<file path="config.mk">
export PLATFORM = sky130hd
export DESIGN_NAME = stack_queue_opcode_engine_flat
export DESIGN_NICKNAME = d
export VERILOG_FILES = /design/src/hdl/sqoe_pkg.sv /design/src/hdl/sqoe_chan_if.sv /design/src/hdl/stack_queue_opcode_engine.sv /design/src/hdl/sqoe_store.sv /design/src/flat_wrapper.sv
export SDC_FILE = /design/constraint.sdc
export NUM_CORES = 1
export LEC_CHECK = 0
export BUFFER_PORTS_ARGS = -buffer_cell sky130_fd_sc_hd__buf_2
export CORE_MARGIN = 2
export CORE_UTILIZATION = 50
export CTS_CLUSTER_DIAMETER = 80
export CTS_CLUSTER_SIZE = 8
export DETAILED_ROUTE_END_ITERATION = 6
export GPL_ROUTABILITY_DRIVEN = 1
export PLACE_DENSITY = 0.68
export RECOVER_POWER = 50
export SETUP_SLACK_MARGIN = 0.02
export SYNTH_ARGS = -nofsm -noshare
export SYNTH_HDL_FRONTEND = slang
export SYNTH_HIERARCHICAL = 1
export SYNTH_SLANG_ARGS = --single-unit
</file>
<file path="constraint.sdc">
create_clock -name clk -period 6.4 [get_ports clk]
set_input_delay 0.32 -clock clk [delete_from_list [all_inputs] [get_ports clk]]
set_output_delay 0.32 -clock clk [all_outputs]
set_load 0.05 [all_outputs]
</file>
<file path="src/hdl/sqoe_pkg.sv">
package sqoe_pkg;

	// Opcodes carried in the func field of a request.
	localparam logic [2:0] FN_PUSH      = 3'd0;
	localparam logic [2:0] FN_PRINT_ALL = 3'd1;
	localparam logic [2:0] FN_PRINT_TOP = 3'd2;
	localparam logic [2:0] FN_POP       = 3'd3;
	localparam logic [2:0] FN_SWAP      = 3'd4;

	// Status codes carried with each result.
	localparam logic [2:0] ST_VALUE      = 3'd0;
	localparam logic [2:0] ST_PRINT_EMPTY = 3'd1;
	localparam logic [2:0] ST_POP_EMPTY  = 3'd2;
	localparam logic [2:0] ST_SWAP_SHORT = 3'd3;
	localparam logic [2:0] ST_PUSH_FULL  = 3'd4;
	localparam logic [2:0] ST_HALTED     = 3'd5;

	// A print-all never gives more results than this.
	localparam int unsigned MAX_RESULTS = 32;
	// Swap needs at least this many entries.
	localparam int unsigned SWAP_MIN = 2;

	typedef struct packed {
		logic [2:0]         func;
		logic signed [31:0] push_value;
	} req_t;

	typedef struct packed {
		logic signed [31:0] printed_value;
		logic [2:0]         status;
		logic               last;
	} rsp_t;

endpackage

</file>
<file path="src/hdl/sqoe_chan_if.sv">
interface sqoe_chan_if #(
	parameter type payload_t = logic
) ();
	logic     valid;
	logic     ready;
	payload_t data;

	modport source (output valid, output data, input ready);
	modport sink (input valid, input data, output ready);
endinterface

</file>
<file path="src/hdl/stack_queue_opcode_engine.sv">
// Stack/queue opcode engine.
// Requests arrive on req (func, push_value) and results leave on rsp
// (printed_value, status, last); both use valid/ready and move a request at
// an edge where both are high. The cfg channel writes the stack_mode bit
// (1 pushes at the top, 0 at the bottom); it is always ready. The user must
// write it only while the engine is idle; the engine does not enforce this.
// The engine takes one request at a time, and req.ready is high only in the
// idle state. Push, pop and undefined opcodes end in the execute state; errors
// and halted results go on through the emit state, swap through its read and
// write states. Every step uses the one address adder, which drives both the
// read and write address of the entry memory. Print results pass through the
// memory's registered read data and then through the output register.
// Results sit in an output register; while rsp.ready is low the engine waits
// with the finished result and any later one held back, and nothing is lost.
// An error gives one result and sets a sticky halt; after that every request
// gives one halted result. Reset clears the count, top position and halt and
// sets stack mode; entry contents are left as they are.
module stack_queue_opcode_engine
	import sqoe_pkg::*;
#(
	parameter int unsigned DEPTH = 32
) (
	input  logic clk,
	input  logic arst_n,
	sqoe_chan_if.sink   cfg,
	sqoe_chan_if.sink   req,
	sqoe_chan_if.source rsp
);

	localparam int unsigned PTR_W = $clog2(DEPTH);
	localparam int unsigned CNT_W = $clog2(DEPTH + 1);
	localparam int unsigned NLIM = (DEPTH < MAX_RESULTS) ? DEPTH : MAX_RESULTS;
	localparam logic [CNT_W-1:0] NLIM_C = CNT_W'(NLIM);
	localparam logic [CNT_W-1:0] FULL_C = CNT_W'(DEPTH);
	localparam logic [CNT_W-1:0] BACK_C = CNT_W'(DEPTH - 1);
	localparam logic [CNT_W-1:0] SWAP_MIN_C = CNT_W'(SWAP_MIN);
	localparam logic [CNT_W:0]   WRAP_C = (CNT_W + 1)'(DEPTH);

	typedef enum logic [7:0] {
		S_IDLE   = 8'b0000_0001,
		S_EXEC   = 8'b0000_0010,
		S_EMIT   = 8'b0000_0100,
		S_PR_RD  = 8'b0000_1000,
		S_PR_OUT = 8'b0001_0000,
		S_SW_RD1 = 8'b0010_0000,
		S_SW_WR0 = 8'b0100_0000,
		S_SW_WR1 = 8'b1000_0000
	} state_t;

	state_t             state_q;
	logic               mode_q;
	logic               halted_q;
	logic [PTR_W-1:0]   top_q;
	logic [CNT_W-1:0]   count_q;
	logic [CNT_W-1:0]   idx_q;
	logic               one_q;
	logic [2:0]         func_q;
	logic [31:0]        val_q;
	logic [31:0]        tmp_q;
	logic [2:0]         st_q;
	logic               out_valid_q;
	rsp_t               out_q;

	logic [CNT_W-1:0]   off;
	logic [CNT_W:0]     sum;
	logic [CNT_W:0]     slot;
	logic [PTR_W-1:0]   slot_addr;
	logic [CNT_W-1:0]   n_print;
	logic               out_free;
	logic               pr_last;
	logic               wr_en;
	logic [31:0]        wr_data;
	logic               rd_en;
	logic [31:0]        rd_data;
	logic               is_err;
	logic [2:0]         err_code;

	// Configuration register.
	assign cfg.ready = 1'b1;
	always_ff @(posedge clk or negedge arst_n) begin
		if (!arst_n) begin
			mode_q <= 1'b1;
		end else if (cfg.valid) begin
			mode_q <= cfg.data;
		end
	end

	assign req.ready = (state_q == S_IDLE);
	assign out_free  = !out_valid_q || rsp.ready;
	assign n_print   = (count_q > NLIM_C) ? NLIM_C : count_q;
	assign pr_last   = one_q || ((idx_q + CNT_W'(1)) == n_print);

	// Error detection for the latched opcode.
	always_comb begin
		is_err   = 1'b0;
		err_code = ST_VALUE;
		unique case (func_q)
			FN_PUSH: begin
				is_err   = (count_q == FULL_C);
				err_code = ST_PUSH_FULL;
			end
			FN_PRINT_TOP: begin
				is_err   = (count_q == '0);
				err_code = ST_PRINT_EMPTY;
			end
			FN_POP: begin
				is_err   = (count_q == '0);
				err_code = ST_POP_EMPTY;
			end
			FN_SWAP: begin
				is_err   = (count_q < SWAP_MIN_C);
				err_code = ST_SWAP_SHORT;
			end
			default: begin
				is_err   = 1'b0;
				err_code = ST_VALUE;
			end
		endcase
	end

	// Offset chosen for the shared address adder.
	always_comb begin
		off = '0;
		case (state_q)
			S_EXEC: begin
				if (func_q == FN_PUSH) begin
					off = mode_q ? BACK_C : count_q;
				end else if (func_q == FN_POP) begin
					off = CNT_W'(1);
				end
			end
			S_PR_RD:  off = idx_q;
			S_SW_RD1, S_SW_WR1: off = CNT_W'(1);
			default:  off = '0;
		endcase
	end

	// Shared address adder: top position plus offset, wrapped at DEPTH.
	assign sum       = (CNT_W + 1)'(top_q) + {1'b0, off};
	assign slot      = (sum >= WRAP_C) ? (sum - WRAP_C) : sum;
	assign slot_addr = slot[PTR_W-1:0];

	// Memory port controls.
	always_comb begin
		wr_en   = 1'b0;
		wr_data = val_q;
		rd_en   = 1'b0;
		case (state_q)
			S_EXEC: begin
				if (!halted_q && !is_err) begin
					wr_en = (func_q == FN_PUSH);
					rd_en = (func_q == FN_PRINT_ALL && count_q != '0) ||
						(func_q == FN_PRINT_TOP) || (func_q == FN_SWAP);
				end
			end
			S_PR_RD, S_SW_RD1: rd_en = 1'b1;
			S_SW_WR0: begin
				wr_en   = 1'b1;
				wr_data = rd_data;
			end
			S_SW_WR1: begin
				wr_en   = 1'b1;
				wr_data = tmp_q;
			end
			default: begin
				wr_en = 1'b0;
				rd_en = 1'b0;
			end
		endcase
	end

	sqoe_store #(
		.DEPTH  (DEPTH),
		.ADDR_W (PTR_W)
	) u_store (
		.clk     (clk),
		.wr_en   (wr_en),
		.wr_addr (slot_addr),
		.wr_data (wr_data),
		.rd_en   (rd_en),
		.rd_addr (slot_addr),
		.rd_data (rd_data)
	);

	// Sequencer and architectural state.
	always_ff @(posedge clk or negedge arst_n) begin
		if (!arst_n) begin
			state_q  <= S_IDLE;
			halted_q <= 1'b0;
			top_q    <= '0;
			count_q  <= '0;
			idx_q    <= '0;
			one_q    <= 1'b0;
		end else begin
			unique case (state_q)
				S_IDLE: begin
					if (req.valid) begin
						state_q <= S_EXEC;
					end
				end
				S_EXEC: begin
					idx_q <= '0;
					one_q <= (func_q == FN_PRINT_TOP);
					if (halted_q) begin
						state_q <= S_EMIT;
					end else if (is_err) begin
						halted_q <= 1'b1;
						state_q  <= S_EMIT;
					end else begin
						case (func_q)
							FN_PUSH: begin
								if (mode_q) begin
									top_q <= slot_addr;
								end
								count_q <= count_q + CNT_W'(1);
								state_q <= S_IDLE;
							end
							FN_PRINT_ALL: begin
								state_q <= (count_q == '0) ? S_IDLE : S_PR_OUT;
							end
							FN_PRINT_TOP: state_q <= S_PR_OUT;
							FN_POP: begin
								top_q   <= slot_addr;
								count_q <= count_q - CNT_W'(1);
								state_q <= S_IDLE;
							end
							FN_SWAP: state_q <= S_SW_RD1;
							default: state_q <= S_IDLE;
						endcase
					end
				end
				S_EMIT: begin
					if (out_free) begin
						state_q <= S_IDLE;
					end
				end
				S_PR_RD: state_q <= S_PR_OUT;
				S_PR_OUT: begin
					if (out_free) begin
						if (pr_last) begin
							state_q <= S_IDLE;
						end else begin
							idx_q   <= idx_q + CNT_W'(1);
							state_q <= S_PR_RD;
						end
					end
				end
				S_SW_RD1: state_q <= S_SW_WR0;
				S_SW_WR0: state_q <= S_SW_WR1;
				S_SW_WR1: state_q <= S_IDLE;
				default:  state_q <= S_IDLE;
			endcase
		end
	end

	// Request payload, error code and swap holding register.
	always_ff @(posedge clk) begin
		if (req.valid && req.ready) begin
			func_q <= req.data.func;
			val_q  <= req.data.push_value;
		end
		if (state_q == S_EXEC) begin
			st_q <= halted_q ? ST_HALTED : err_code;
		end
		if (state_q == S_SW_RD1) begin
			tmp_q <= rd_data;
		end
	end

	// Output register.
	always_ff @(posedge clk or negedge arst_n) begin
		if (!arst_n) begin
			out_valid_q <= 1'b0;
		end else if ((state_q == S_EMIT || state_q == S_PR_OUT) && out_free) begin
			out_valid_q <= 1'b1;
		end else if (rsp.ready) begin
			out_valid_q <= 1'b0;
		end
	end

	always_ff @(posedge clk) begin
		if (state_q == S_EMIT && out_free) begin
			out_q.printed_value <= '0;
			out_q.status        <= st_q;
			out_q.last          <= 1'b1;
		end else if (state_q == S_PR_OUT && out_free) begin
			out_q.printed_value <= rd_data;
			out_q.status        <= ST_VALUE;
			out_q.last          <= pr_last;
		end
	end

	assign rsp.valid = out_valid_q;
	assign rsp.data  = out_q;

endmodule

</file>
<file path="src/hdl/sqoe_store.sv">
module sqoe_store #(
	parameter int unsigned DEPTH = 32,
	parameter int unsigned ADDR_W = 5
) (
	input  logic              clk,
	input  logic              wr_en,
	input  logic [ADDR_W-1:0] wr_addr,
	input  logic [31:0]       wr_data,
	input  logic              rd_en,
	input  logic [ADDR_W-1:0] rd_addr,
	output logic [31:0]       rd_data
);

	logic [31:0] mem [DEPTH];
	logic [31:0] rd_data_q;

	// One write port.
	always_ff @(posedge clk) begin
		if (wr_en) begin
			mem[wr_addr] <= wr_data;
		end
	end

	// One read port with registered data.
	always_ff @(posedge clk) begin
		if (rd_en) begin
			rd_data_q <= mem[rd_addr];
		end
	end

	assign rd_data = rd_data_q;

endmodule

</file>
<file path="src/flat_wrapper.sv">
// flat-port wrapper written by rule: the top's interface ports become plain ports
module stack_queue_opcode_engine_flat import sqoe_pkg::*;
#(
	parameter int unsigned DEPTH = 32
)
  (clk, arst_n, cfg_valid, cfg_data, cfg_ready, req_valid, req_data, req_ready, rsp_valid, rsp_data, rsp_ready);
  sqoe_chan_if #(.payload_t(logic)) cfg_i ();
  sqoe_chan_if #(.payload_t(req_t)) req_i ();
  sqoe_chan_if #(.payload_t(rsp_t)) rsp_i ();
  input  logic clk;
  input  logic arst_n;
  input wire logic [$bits(cfg_i.valid)-1:0] cfg_valid;
  input wire logic [$bits(cfg_i.data)-1:0] cfg_data;
  output wire logic [$bits(cfg_i.ready)-1:0] cfg_ready;
  input wire logic [$bits(req_i.valid)-1:0] req_valid;
  input wire logic [$bits(req_i.data)-1:0] req_data;
  output wire logic [$bits(req_i.ready)-1:0] req_ready;
  output wire logic [$bits(rsp_i.valid)-1:0] rsp_valid;
  output wire logic [$bits(rsp_i.data)-1:0] rsp_data;
  input wire logic [$bits(rsp_i.ready)-1:0] rsp_ready;
  assign cfg_i.valid = cfg_valid;
  assign cfg_i.data = cfg_data;
  assign cfg_ready = cfg_i.ready;
  assign req_i.valid = req_valid;
  assign req_i.data = req_data;
  assign req_ready = req_i.ready;
  assign rsp_valid = rsp_i.valid;
  assign rsp_data = rsp_i.data;
  assign rsp_i.ready = rsp_ready;
  stack_queue_opcode_engine #(.DEPTH(DEPTH)) u_core (.clk(clk), .arst_n(arst_n), .cfg(cfg_i), .req(req_i), .rsp(rsp_i));
endmodule
</file>
After elaboration in Yosys (flattened, before gate mapping)
Memories as Yosys holds them, arrays and structs flattened. A register that Yosys moved wholly into a read port is not among the register bits.
Index checks and enable logic that the tools add are counted.
Storage, ports and cells
  bits in registers: 135
  bits in writable memories: 1024
  input bits: 41
  output and inout bits: 39
  logic and storage cells: 110
  memories kept: 1
Operators by class
  add/subtract/negate cells: 5
  $lt $le $gt $ge: 3
  equal/unequal tests: 19
  multiplexer cells: 36
  bitwise logic cells: 2
  reduce and logical (&&, ||, !) cells: 29
Memory list
  u_core.u_store.mem: words 32, bits a word 32, rd ports 1, clocked after memory_dff 1, wr ports 1, RTL line sqoe_store.sv:14  | logic [31:0] mem [DEPTH];
Operators with widths (count)
  32-bit one-hot mux with 2 select lines: 1
  8-bit one-hot mux with 7 select lines: 1
  8-bit 2-to-1 mux: 5
  6-bit 2-to-1 mux: 5
  6-bit one-hot mux with 2 select lines: 2
  8-bit one-hot mux with 3 select lines: 1
  6-bit one-hot mux with 3 select lines: 1
  5-bit 2-to-1 mux: 3
  6-bit by 1-bit adder with 6-bit output, second input constant: 2
  4-bit 2-to-1 mux: 3
  3-bit one-hot mux with 4 select lines: 1
  5-bit one-hot mux with 2 select lines: 1
  1-bit 2-to-1 mux: 9
  8-bit by 1-bit == test with 1-bit output, second input constant: 1
  8-bit by 2-bit == test with 1-bit output, second input constant: 1
  8-bit by 3-bit == test with 1-bit output, second input constant: 1
  8-bit by 4-bit == test with 1-bit output, second input constant: 1
  8-bit by 5-bit == test with 1-bit output, second input constant: 1
  8-bit by 6-bit == test with 1-bit output, second input constant: 1
  8-bit by 7-bit == test with 1-bit output, second input constant: 1
  8-bit == test, second input constant: 1
  2-bit nonzero test: 4
  2-bit OR reduction: 4
  5-bit by 6-bit adder with 7-bit output: 1
  other kinds (24): 42

Logic depth before layout (Yosys ltp)
Gate-level depths: netlist of the first run.
  depth after elaboration: 9
  mapped depth: 20
  gate-level depth less buffers: 18

Modules after synthesis
The synthesis of the first run kept the hierarchy.
By module, submodules not included
  sqoe_store: times used 1, cells each 2260, area each 40811.6 um^2, seq. area each 31710.4 um^2
  stack_queue_opcode_engine: times used 1, cells each 561, area each 5978.2 um^2, seq. area each 3580.9 um^2

Least setup slack after synthesis of the first run
OpenSTA, ideal clock, no wires.
  path type: register -> register
  start point: reg u_core.state_q[1]
  end point: mem u_core.u_store.mem[18][0] (enable)
  setup time: 0.421 ns
  data arrival time: 6.424 ns
  data required time: 5.979 ns
  path slack: -0.445 ns
  stages on the path, launching flop included: 16
  buffers on the path: 0
  period minus slack after synthesis: 6.845 ns
  path through: dfrtp_1 > or4_4 > or3_4 > nor2_1 > nor2_1 > nand3_1 > ha_1 > inv_1 > fa_1 > inv_1 > a21o_1 > a21oi_1 > xor2_1 > xnor2_1 > or3b_2 > nor2_1
On the way
  word-level cells in the longest chain between the ends: 6
  elaborated cells on any way between the ends: 15
  those cells by class: 2 x add/sub; 1 x order compare; 5 x eq/ne; 5 x mux; 2 x reduce/logical
RTL lines
  start: declaration: RTL line stack_queue_opcode_engine.sv:50  | state_t state_q;
  start signal: assignment: RTL line stack_queue_opcode_engine.sv:219  | state_q <= (count_q == '0) ? S_IDLE : S_PR_OUT;
  8-bit == test or 8-bit by 6-bit == test with 1-bit output (tied branches): RTL line stack_queue_opcode_engine.sv:124  | case (state_q)
  2-bit OR reduction: RTL line stack_queue_opcode_engine.sv:124
  6-bit one-hot mux with 3 select lines (*): RTL line stack_queue_opcode_engine.sv:124
  5-bit by 6-bit adder with 7-bit output (*): RTL line stack_queue_opcode_engine.sv:139  | assign sum = (CNT_W + 1)'(top_q) + {1'b0, off};
  7-bit by 6-bit greater-or-equal comparator with 1-bit output or 5-bit by 1-bit subtractor with 5-bit output (tied branches): RTL line stack_queue_opcode_engine.sv:140  | assign slot = (sum >= WRAP_C) ? (sum - WRAP_C) : sum;
  5-bit 2-to-1 mux (*): RTL line stack_queue_opcode_engine.sv:140
  named net u_core.slot[4]: RTL line stack_queue_opcode_engine.sv:66  | logic [CNT_W:0] slot;
  end: declaration: RTL line sqoe_store.sv:14
Mark *: on every way through the listed nets, which the timed path passes. The rest lies on a longest branch.

Worst setup path after layout of the first run
  start point: reg u_core.state_q[3]
  end point: mem u_core.u_store.mem[19][7] (enable)
Same word-level chain as after synthesis.

==> impl_summary.md, run 1 <==
Place
The number of port buffers is 78. The sum of net half-perimeters after detailed placement is 69.52 mm. The final RePlAce weighted congestion is 0.8731.

Summing all placed instances gives a cell area of 49220 sq um.

Clock tree
The clock tree buffer depth is 3. The clock-pin transition on the worst setup and hold timing paths is 0.05 ns. The post-CTS setup buffer count is 0.

The number of H-tree levels is 4. The number of buffers inserted during clock tree synthesis is 167. The total clock sinks is 1191. TritonCTS built the clock tree.

The buffer type at the clock tree root is sky130_fd_sc_hd__clkbuf_16. The clock latency on the worst-skew pair is 0.76 ns.

Yosys
The net count after synthesis is 2870. The share of the synthesized area in the top cell type is 0.7246. By area the synthesized netlist is led by sky130_fd_sc_hd__edfxtp_1 (72%), sky130_fd_sc_hd__mux2i_1 (11%), sky130_fd_sc_hd__a22oi_1 (2.1%). In the synthesized netlist the async set-or-reset flop fraction comes to 0.02435. After synthesis, the netlist uses 68 different library cells. In this run, synthesis produced a sequential element count of 1191. For this run, the register share of the synthesized area comes to 0.7543. Synthesis produced a netlist whose cell count is 2821. The number of warnings reported in the yosys synthesis log is 6. The largest area contributor in the synthesized netlist is sky130_fd_sc_hd__edfxtp_1. The mapped netlist covers 46790 sq um. The number of enable flip-flop cells after synthesis is 1129. The most common flop cell mapped by yosys is sky130_fd_sc_hd__edfxtp_1. The average size of a mapped cell is 16.59 sq um.

Outcome
The flow ran to the end, but the final reports show violations. The final reports fail on max-capacitance violations, max-slew violations.

Final layout
After filler insertion, the fill cell instance count of the layout stands at 6948. The most frequent standard cell in the layout excluding fill and tap cells is sky130_fd_sc_hd__edfxtp_1. Leaving out fill and tap cells, the most frequent cells in the layout are sky130_fd_sc_hd__edfxtp_1 (1129), sky130_fd_sc_hd__mux2i_1 (514), sky130_fd_sc_hd__nand2_1 (249).

For this run, the share of the core covered by cells in the final layout is 0.5804. The number of antenna cells inserted is 0. The finished cells cover 54010 sq um.

The number of nets in the finished design is 3105. The layout-stage area growth over the synthesis result is 15.43%. The share of post-route cells with drive strength above 1 is 0.1152.

Die
The vertical extent of the die is 309.9 microns. The area of the die is 96040 sq um. The starting density of the core is 0.5029. The floorplan core area is 93050 sq um.

The die boundary width is 309.9 microns. The site row count is 112. The count of pins on the block boundary is 80.

STA
The maximum frequency from static timing analysis is 171.1 MHz. Setup violations remaining at the end of the flow were counted as 0. In the finished design, the share of the clock period the worst path needs comes to 0.9132. The worst-margin pin slew is 2.850 ns. In this run the tightest slew margin relative to its limit is -0.9013. Setup repair after global routing left no endpoint under its margin. The summed negative setup slack over all endpoints is 0 ns. The number of pins exceeding their max-slew limit in the final report came to 795.

The final count of hold timing violations is 0. Subtracting the final worst setup slack from the clock period gives 5.845 ns. The setup clock skew after layout is 0.02990 ns.

Global routing
The number of antenna violations at the first check in global routing is 1. The via count of the first global-routing pass is 26020. The first global-routing pass estimated 167.6 mm of wire. The pin count of the biggest net entering global routing is 139. Across every metal layer, demand over resource in global routing totals 0.2375. Summed over all layers, the global routing overflow is 0.

Worst setup path
Data on the critical path is required at its endpoint by 6.82 ns. The worst setup path is launched from a register. STA puts the critical path data arrival time at 6.27 ns. The worst setup path is captured at a register.

The largest fanout on the critical path is 17. The category of the most critical setup path is register to register.

Detailed routing
The number of antenna-violating nets in the routed design is 0. The detailed router finished its first iteration with 3008 violations. The number of vias per cell after detailed routing is 5.999. Dividing the detail-routed wire length by the instance count gives 26.10 microns. Wires add up to 113.8 mm. The first detailed-routing pass took 6 iterations. The residual DRC count is 0. The total via count in the routed design is 26160.

Power and ir drop
The largest vdd supply drop is 294.9 uV. The total leakage power is 16.91 nW. The cell area power density is 365.5 nW/um^2.

Hold path
The min-delay analysis places its worst path in the category primary input to register.

Job
The number of violations of the max-capacitance limit is 25.
## repair_timing
item / 4_1_cts / 5_1_grt
hold buffers: 40 / 0
endpoints found under the hold margin: 65 / 0
gates resized for setup: 0 / 0
## through the flow
stage	worst slack, ns	cells	hold WS (ns)	total power (W)
2_1_floorplan	0.1023	2821	0.02441	0.01097
3_3_place_gp	0.9844	4101	0.4345	0.01193
5_1_grt	0.2413	4361	0.2650	0.02036
6_report	0.5555	4361	0.2810	0.01974
3_5_place_dp	0.8852	4101	0.4412	0.01200
4_1_cts	0.8165	4361	0.1798	0.01983
## metal layers
metal	vias to the layer above	GRT usage	wire (microns)	part of all wire
li1	11430	-	-	-
met1	13270	0.3317	47120	0.41
met2	1285	0.3686	52900	0.46
met3	183	0.06144	11130	0.098
met4	2	0.07201	2646	0.023
met5	-	0	18	0.00016
## synthesized netlist by cell type, drive strengths merged (5+ instances only)
cell,count
clkbuf,71
a22oi,128
ha,7
and2,8
a22o,65
nor2,61
nand2b,8
xnor2,10
nor2b,11
a21oi,142
nand3,104
mux2i,514
nand3b,7
a21o,7
dfxtp,33
nand2,249
a31oi,35
nor4,5
nor3,38
inv,12
o21ai,9
dfrtp,27
xor2,5
edfxtp,1129
mux2,7
buf,85
## worst paths after layout
check                                             to  cells after the start                 from  slack (ns)
max                        u_core/u_store/mem[19][7]                     17    u_core/state_q[3]        0.56
min                                 u_core/val_q[23]                      2         req_data[23]        0.28
max reg2reg                u_core/u_store/mem[19][7]                     17    u_core/state_q[3]        0.56
min reg2reg                      u_core/rsp.data[25]                      2  u_core/rsp.data[25]        0.45
max in group asynchronous          u_core/count_q[0]                      2               arst_n        4.70
min in group asynchronous          u_core/state_q[3]                      2               arst_n        0.63
## cells by family (layout without fill, tap and decap cells)
group,Yosys count,in the layout,synth area share
multiplexers,521,521,0.1116
adder cells (fa/ha/maj),8,8,0.002300
flip-flops,1191,1191,0.7543
AO/OA/AOI/OAI,403,403,0.05789
AND/OR/NAND/NOR,513,513,0.05073
buffers and inverters,168,454,0.01981
other,1,1,0.00008015
XOR/XNOR,16,16,0.003289
## worst max-delay path, cell delays in order, from the launching register on
cell and delay [ns]:
sky130_fd_sc_hd__dfrtp_1 0.41, sky130_fd_sc_hd__nor4_1 0.38, sky130_fd_sc_hd__nor3b_2 0.29, sky130_fd_sc_hd__nand3b_1 0.34
sky130_fd_sc_hd__inv_1 0.37, sky130_fd_sc_hd__o311ai_0 0.22, sky130_fd_sc_hd__nand3_1 0.17, sky130_fd_sc_hd__ha_4 0.15
sky130_fd_sc_hd__inv_1 0.05, sky130_fd_sc_hd__fa_1 0.43, sky130_fd_sc_hd__inv_1 0.08, sky130_fd_sc_hd__a21o_1 0.11
sky130_fd_sc_hd__a21oi_1 0.08, sky130_fd_sc_hd__xor2_1 0.15, sky130_fd_sc_hd__xnor2_1 0.80, sky130_fd_sc_hd__or3b_2 0.65
sky130_fd_sc_hd__nor2_4 0.48, sky130_fd_sc_hd__buf_4 0.34
## flip-flops by register name, summed over array words and instances, names as in the netlist
register / count
u_core/one_q: 1
u_core/func_q: 3
u_core/state_q: 8
u_core/halted_q: 1
u_core/idx_q: 6
u_core/rsp.data: 36
u_core/count_q: 6
u_core/mode_q: 1
u_core/top_q: 5
u_core/rsp.valid: 1
u_core/tmp_q: 32
u_core/u_store/mem: 1024
u_core/u_store/rd_data: 32
u_core/st_q: 3
u_core/val_q: 32
## final cells by class
cell class	count	area [sq um]	share of cell area
flip-flops and latches	1191	35290	0.6534
multi-input cells	1462	10830	0.2005
clock buffers	205	4364	0.08081
repair buffers	222	1668	0.03088
well taps	1254	1569	0.02905
clock inverters	15	241.5	0.004471
inverters	12	45.04	0.0008340
## power by group
part	switching (W)	internal (W)
sequential	0.000125	0.00908
clock	0.00307	0.00477
combinational	0.00195	0.000746
(Power assumes the default switching activity.)
==> run 2, diff against run 1 <==
--- a/config.mk
+++ b/config.mk
@@ -6,14 +6,17 @@
 export NUM_CORES = 1
 export LEC_CHECK = 0
 export BUFFER_PORTS_ARGS = -buffer_cell sky130_fd_sc_hd__buf_2
+export CELL_PAD_IN_SITES_DETAIL_PLACEMENT = 0
+export CELL_PAD_IN_SITES_GLOBAL_PLACEMENT = 1
 export CORE_MARGIN = 2
-export CORE_UTILIZATION = 50
+export CORE_UTILIZATION = 49
 export CTS_CLUSTER_DIAMETER = 80
 export CTS_CLUSTER_SIZE = 8
 export DETAILED_ROUTE_END_ITERATION = 6
 export GPL_ROUTABILITY_DRIVEN = 1
-export PLACE_DENSITY = 0.68
+export PLACE_DENSITY_LB_ADDON = 0.1
 export RECOVER_POWER = 50
+export REMOVE_ABC_BUFFERS = 1
 export SETUP_SLACK_MARGIN = 0.02
 export SYNTH_ARGS = -nofsm -noshare
 export SYNTH_HDL_FRONTEND = slang
==> run 2 against run 1 <==
Compared with the run above: the run still ends with max-capacitance violations, max-slew violations left; global-route usage increased by 1.4 points; sequential cell count did not move; sequential power barely moved; wire length is 8.3% higher; cell area up 0.22%; critical endpoint is now u_core/u_store/mem[21][28]; largest power group unchanged.
==> impl_summary.md, run 2 (synthesis gave the netlist of run 1 again) <==
STA
The post-route fraction of the period consumed by the critical path came to 0.9320 (+0.01882). The final count of hold timing violations is 0 (unchanged). The summed negative setup slack over all endpoints was 0 ns (unchanged).

The worst-margin pin slew was 3.542 ns (+0.6913 ns). Setup repair after global routing left no endpoint under its margin. The maximum frequency from static timing analysis is 167.6 MHz (-2.0%). The slack of the critical path is 0.4350 ns (-0.1205 ns). The number of pins exceeding their max-slew limit in the final report was 267 (-66%). The time the worst path needs with I/O delays and setup came to 5.965 ns (+0.1205 ns). The worst hold slack after final layout is 0.06007 ns (-0.2209 ns). The final-report setup violation count is 0 (unchanged).

The setup clock skew after layout was 0.03864 ns (+0.008738 ns). The worst slew slack as a fraction of its limit came to -1.361 (-0.4598).

Clock tree
TritonCTS built the clock tree. The clock latency on the worst-skew pair is 0.75 ns (about the same). The number of H-tree levels is 4 (unchanged). The number of buffers inserted during clock tree synthesis came to 166 (-0.60%). The clock-pin transition on the worst setup and hold timing paths is 0.05 ns (about the same). The clock tree buffer depth is 3 (unchanged). The buffer type at the clock tree root is sky130_fd_sc_hd__clkbuf_16. The total clock sinks is 1191 (unchanged).

Outcome
The run finished, with violations left. The checks that failed: max-capacitance violations, max-slew violations.

Detailed routing
The number of antenna-violating nets in the routed design is 0 (unchanged). The routed length per instance is 28.12 microns (+7.8%). The first-pass iteration count of the detailed router came to 5 (-1). The final routed wirelength across all metal layers is 123.3 mm (+8.3%). The number of design-rule violations left by the first detailed-router iteration is 2629 (-13%). The residual DRC count is 0 (unchanged). The total via count in the routed design is 25750 (-1.6%). The number of vias per cell after detailed routing is 5.875 (-2.1%).

Worst setup path
The register-to-register setup slack is 0.44 ns (-0.12 ns). The critical path starts at u_core/state_q[3]. The category of the most critical setup path is register to register.

The largest fanout on the critical path is 22 (+5). The number of cell instances on the worst register-to-register path came to 17 (unchanged). The kind of start point of the critical path is a register. STA classifies the critical path endpoint as a register. The worst register-to-register path ends at u_core/u_store/mem[21][28]. The source of the worst register-to-register timing path is u_core/state_q[3]. The arrival time of the worst setup path is 6.39 ns (+0.12 ns). The required time at the endpoint of the critical path was 6.82 ns (about the same).

Global routing
The total routing usage reported by global routing is 0.2519 (+0.01444). The pin count of the biggest net entering global routing is 132 (-5.0%). The wire length of the first global-routing pass is 177.5 mm (+5.9%). The number of antenna violations at the first check in global routing came to 0 (-1).

The via count of the first global-routing pass is 25530 (-1.9%). The leftover overflow at the end of global routing is 0 (unchanged).

Final layout
The number of nets in the finished design is 3073 (-1.0%). Leaving out fill and tap cells, the most frequent cell in the layout is sky130_fd_sc_hd__edfxtp_1. Relative to the synthesized area, the layout overhead comes to 15.68%. The register with the most flip-flops in the final layout is u_core/u_store/mem. The final standard cell area without fillers came to 54130 sq um (+0.22%).

The non-filler instance count after layout came to 4383 (+0.50%). The number of antenna cells inserted is 0 (unchanged). The share of post-route cells with drive strength above 1 is 0.1116 (-0.003614). The area of the multi-input gates was 10850 sq um (+0.16%). The number of flip-flops in the largest register is 1024 (unchanged).

The layout filler cell count is 7351 (+5.8%). In the layout the commonest cells are sky130_fd_sc_hd__edfxtp_1 (1129), sky130_fd_sc_hd__mux2i_1 (514), sky130_fd_sc_hd__nand2_1 (247). The register area came to 35290 sq um (unchanged).

Place
The sum of net half-perimeters after detailed placement came to 65.57 mm (-5.7%). The cell area after placement is 49150 sq um (-0.13%). The final RePlAce weighted congestion came to 0.8379 (-4.0%). The number of port buffers came to 78 (unchanged). The number of placed instances, taps included is 4082 (-0.46%).

The setup slack at placement is 0.5379 ns (-0.3473 ns).

Hold path
The startpoint of the tightest hold check path is rsp_ready. The min-delay analysis places its worst path in the category primary input to register. The worst hold path cell count is 3 (+1). The end of the worst hold path is u_core/rsp.data[2].

Die
The starting density of the core is 0.4932 (-0.009649). The area of the die was 97980 sq um (+2.0%). The die boundary width is 313.0 microns (+1.0%). The vertical extent of the die is 313.0 microns (+1.0%). The count of pins on the block boundary is 80 (unchanged). The floorplan core area is 94870 sq um (+2.0%). The site row count is 113 (+0.89%).

Power and ir drop
The power spent charging and discharging nets is 0.005013 W (-2.5%). The cell area power density is 364.4 nW/um^2 (-0.30%). The relative contribution of sequential cells to total power is 0.466 (about the same). The cell-internal power was 0.01471 W (+0.78%). The proportion of power drawn by the clock network is 0.406 (+0.009). The total leakage power was 16.90 nW (about the same). The largest vdd supply drop is 306.2 uV (+3.8%). The combinational fraction of design power was 0.128 (-0.009). The proportion of total power due to net switching is 0.2542 (-0.006399).

Job
The number of violations of the max-capacitance limit is 9 (-64%).
[run 2: changes by cell type in the layout (fill, tap and decap cells not counted), sizes merged]
cell	delta
dlygate4sd3	-1
clkbuf	+32
buf	-13
bufinv	-1
inv	-1
clkinv	-4
clkinvlp	-1
[run 2: metal layers]
layer	GRT usage	vias up	wire (microns)
li1	-	11420	-
met1	0.3565	13250	53440
met2	0.4020	901	58730
met3	0.04340	184	8029
met4	0.07775	0	3066
met5	0	-	0
[run 2: worst max-delay path by stage]
stage,to,slack (ns),cells past startpoint
finish,u_core/u_store/mem[21][28],0.44,17
global route,u_core/u_store/mem[21][16],0.12,17
CTS,u_core/u_store/mem[21][28],0.49,17
detailed placement,u_core/u_store/mem[21][29],0.54,17
global placement,u_core/u_store/mem[21][29],0.56,17
floorplan,u_core/u_store/mem[27][0],-17.30,8
[run 2: layout make-up]
cell class | count | share of cell area
Clock buffer | 254 | 0.08560
Clock inverter | 8 | 0.001780
Inverter | 12 | 0.0008322
Multi-Input combinational cell | 1462 | 0.2004
Sequential cell | 1191 | 0.6520
Tap cell | 1265 | 0.02924
Timing Repair Buffer | 191 | 0.03014
[run 2: critical path, stage by stage (launching register included)]
cell and delay [ns]:
sky130_fd_sc_hd__dfrtp_1 0.42, sky130_fd_sc_hd__nor4_2 0.30, sky130_fd_sc_hd__nor3b_2 0.31, sky130_fd_sc_hd__nand3b_2 0.23
sky130_fd_sc_hd__inv_1 0.30, sky130_fd_sc_hd__o311ai_0 0.26, sky130_fd_sc_hd__nand3_1 0.19, sky130_fd_sc_hd__ha_4 0.14
sky130_fd_sc_hd__inv_1 0.05, sky130_fd_sc_hd__fa_1 0.42, sky130_fd_sc_hd__inv_1 0.08, sky130_fd_sc_hd__a21o_1 0.10
sky130_fd_sc_hd__a21oi_1 0.08, sky130_fd_sc_hd__xor2_1 0.16, sky130_fd_sc_hd__xnor2_1 1.04, sky130_fd_sc_hd__nand3b_1 0.65
sky130_fd_sc_hd__nor2_4 0.61, sky130_fd_sc_hd__buf_12 0.28
[run 2: power by group through the flow]
stage          clock [W]  sequential, W  combinational, W
3_3_place_gp           0        0.00932           0.00250
5_1_grt          0.00850        0.00920           0.00271
6_report         0.00802        0.00919           0.00252
3_5_place_dp           0        0.00932           0.00253
2_1_floorplan          0        0.00941           0.00223
4_1_cts          0.00817        0.00918           0.00256
[run 2: metrics by stage]
step	util	power, W
2_1_floorplan	-	0.01164
3_3_place_gp	0.5181	0.01181
3_5_place_dp	0.5181	0.01186
4_1_cts	0.5721	0.01991
5_1_grt	0.5705	0.02041
6_report	0.5705	0.01972
[run 2: what timing repair did]
action	in CTS	in global routing
hold buffers	39	0
endpoints found under the hold margin	64	0
resized for setup	0	0
buffers inserted	0	0
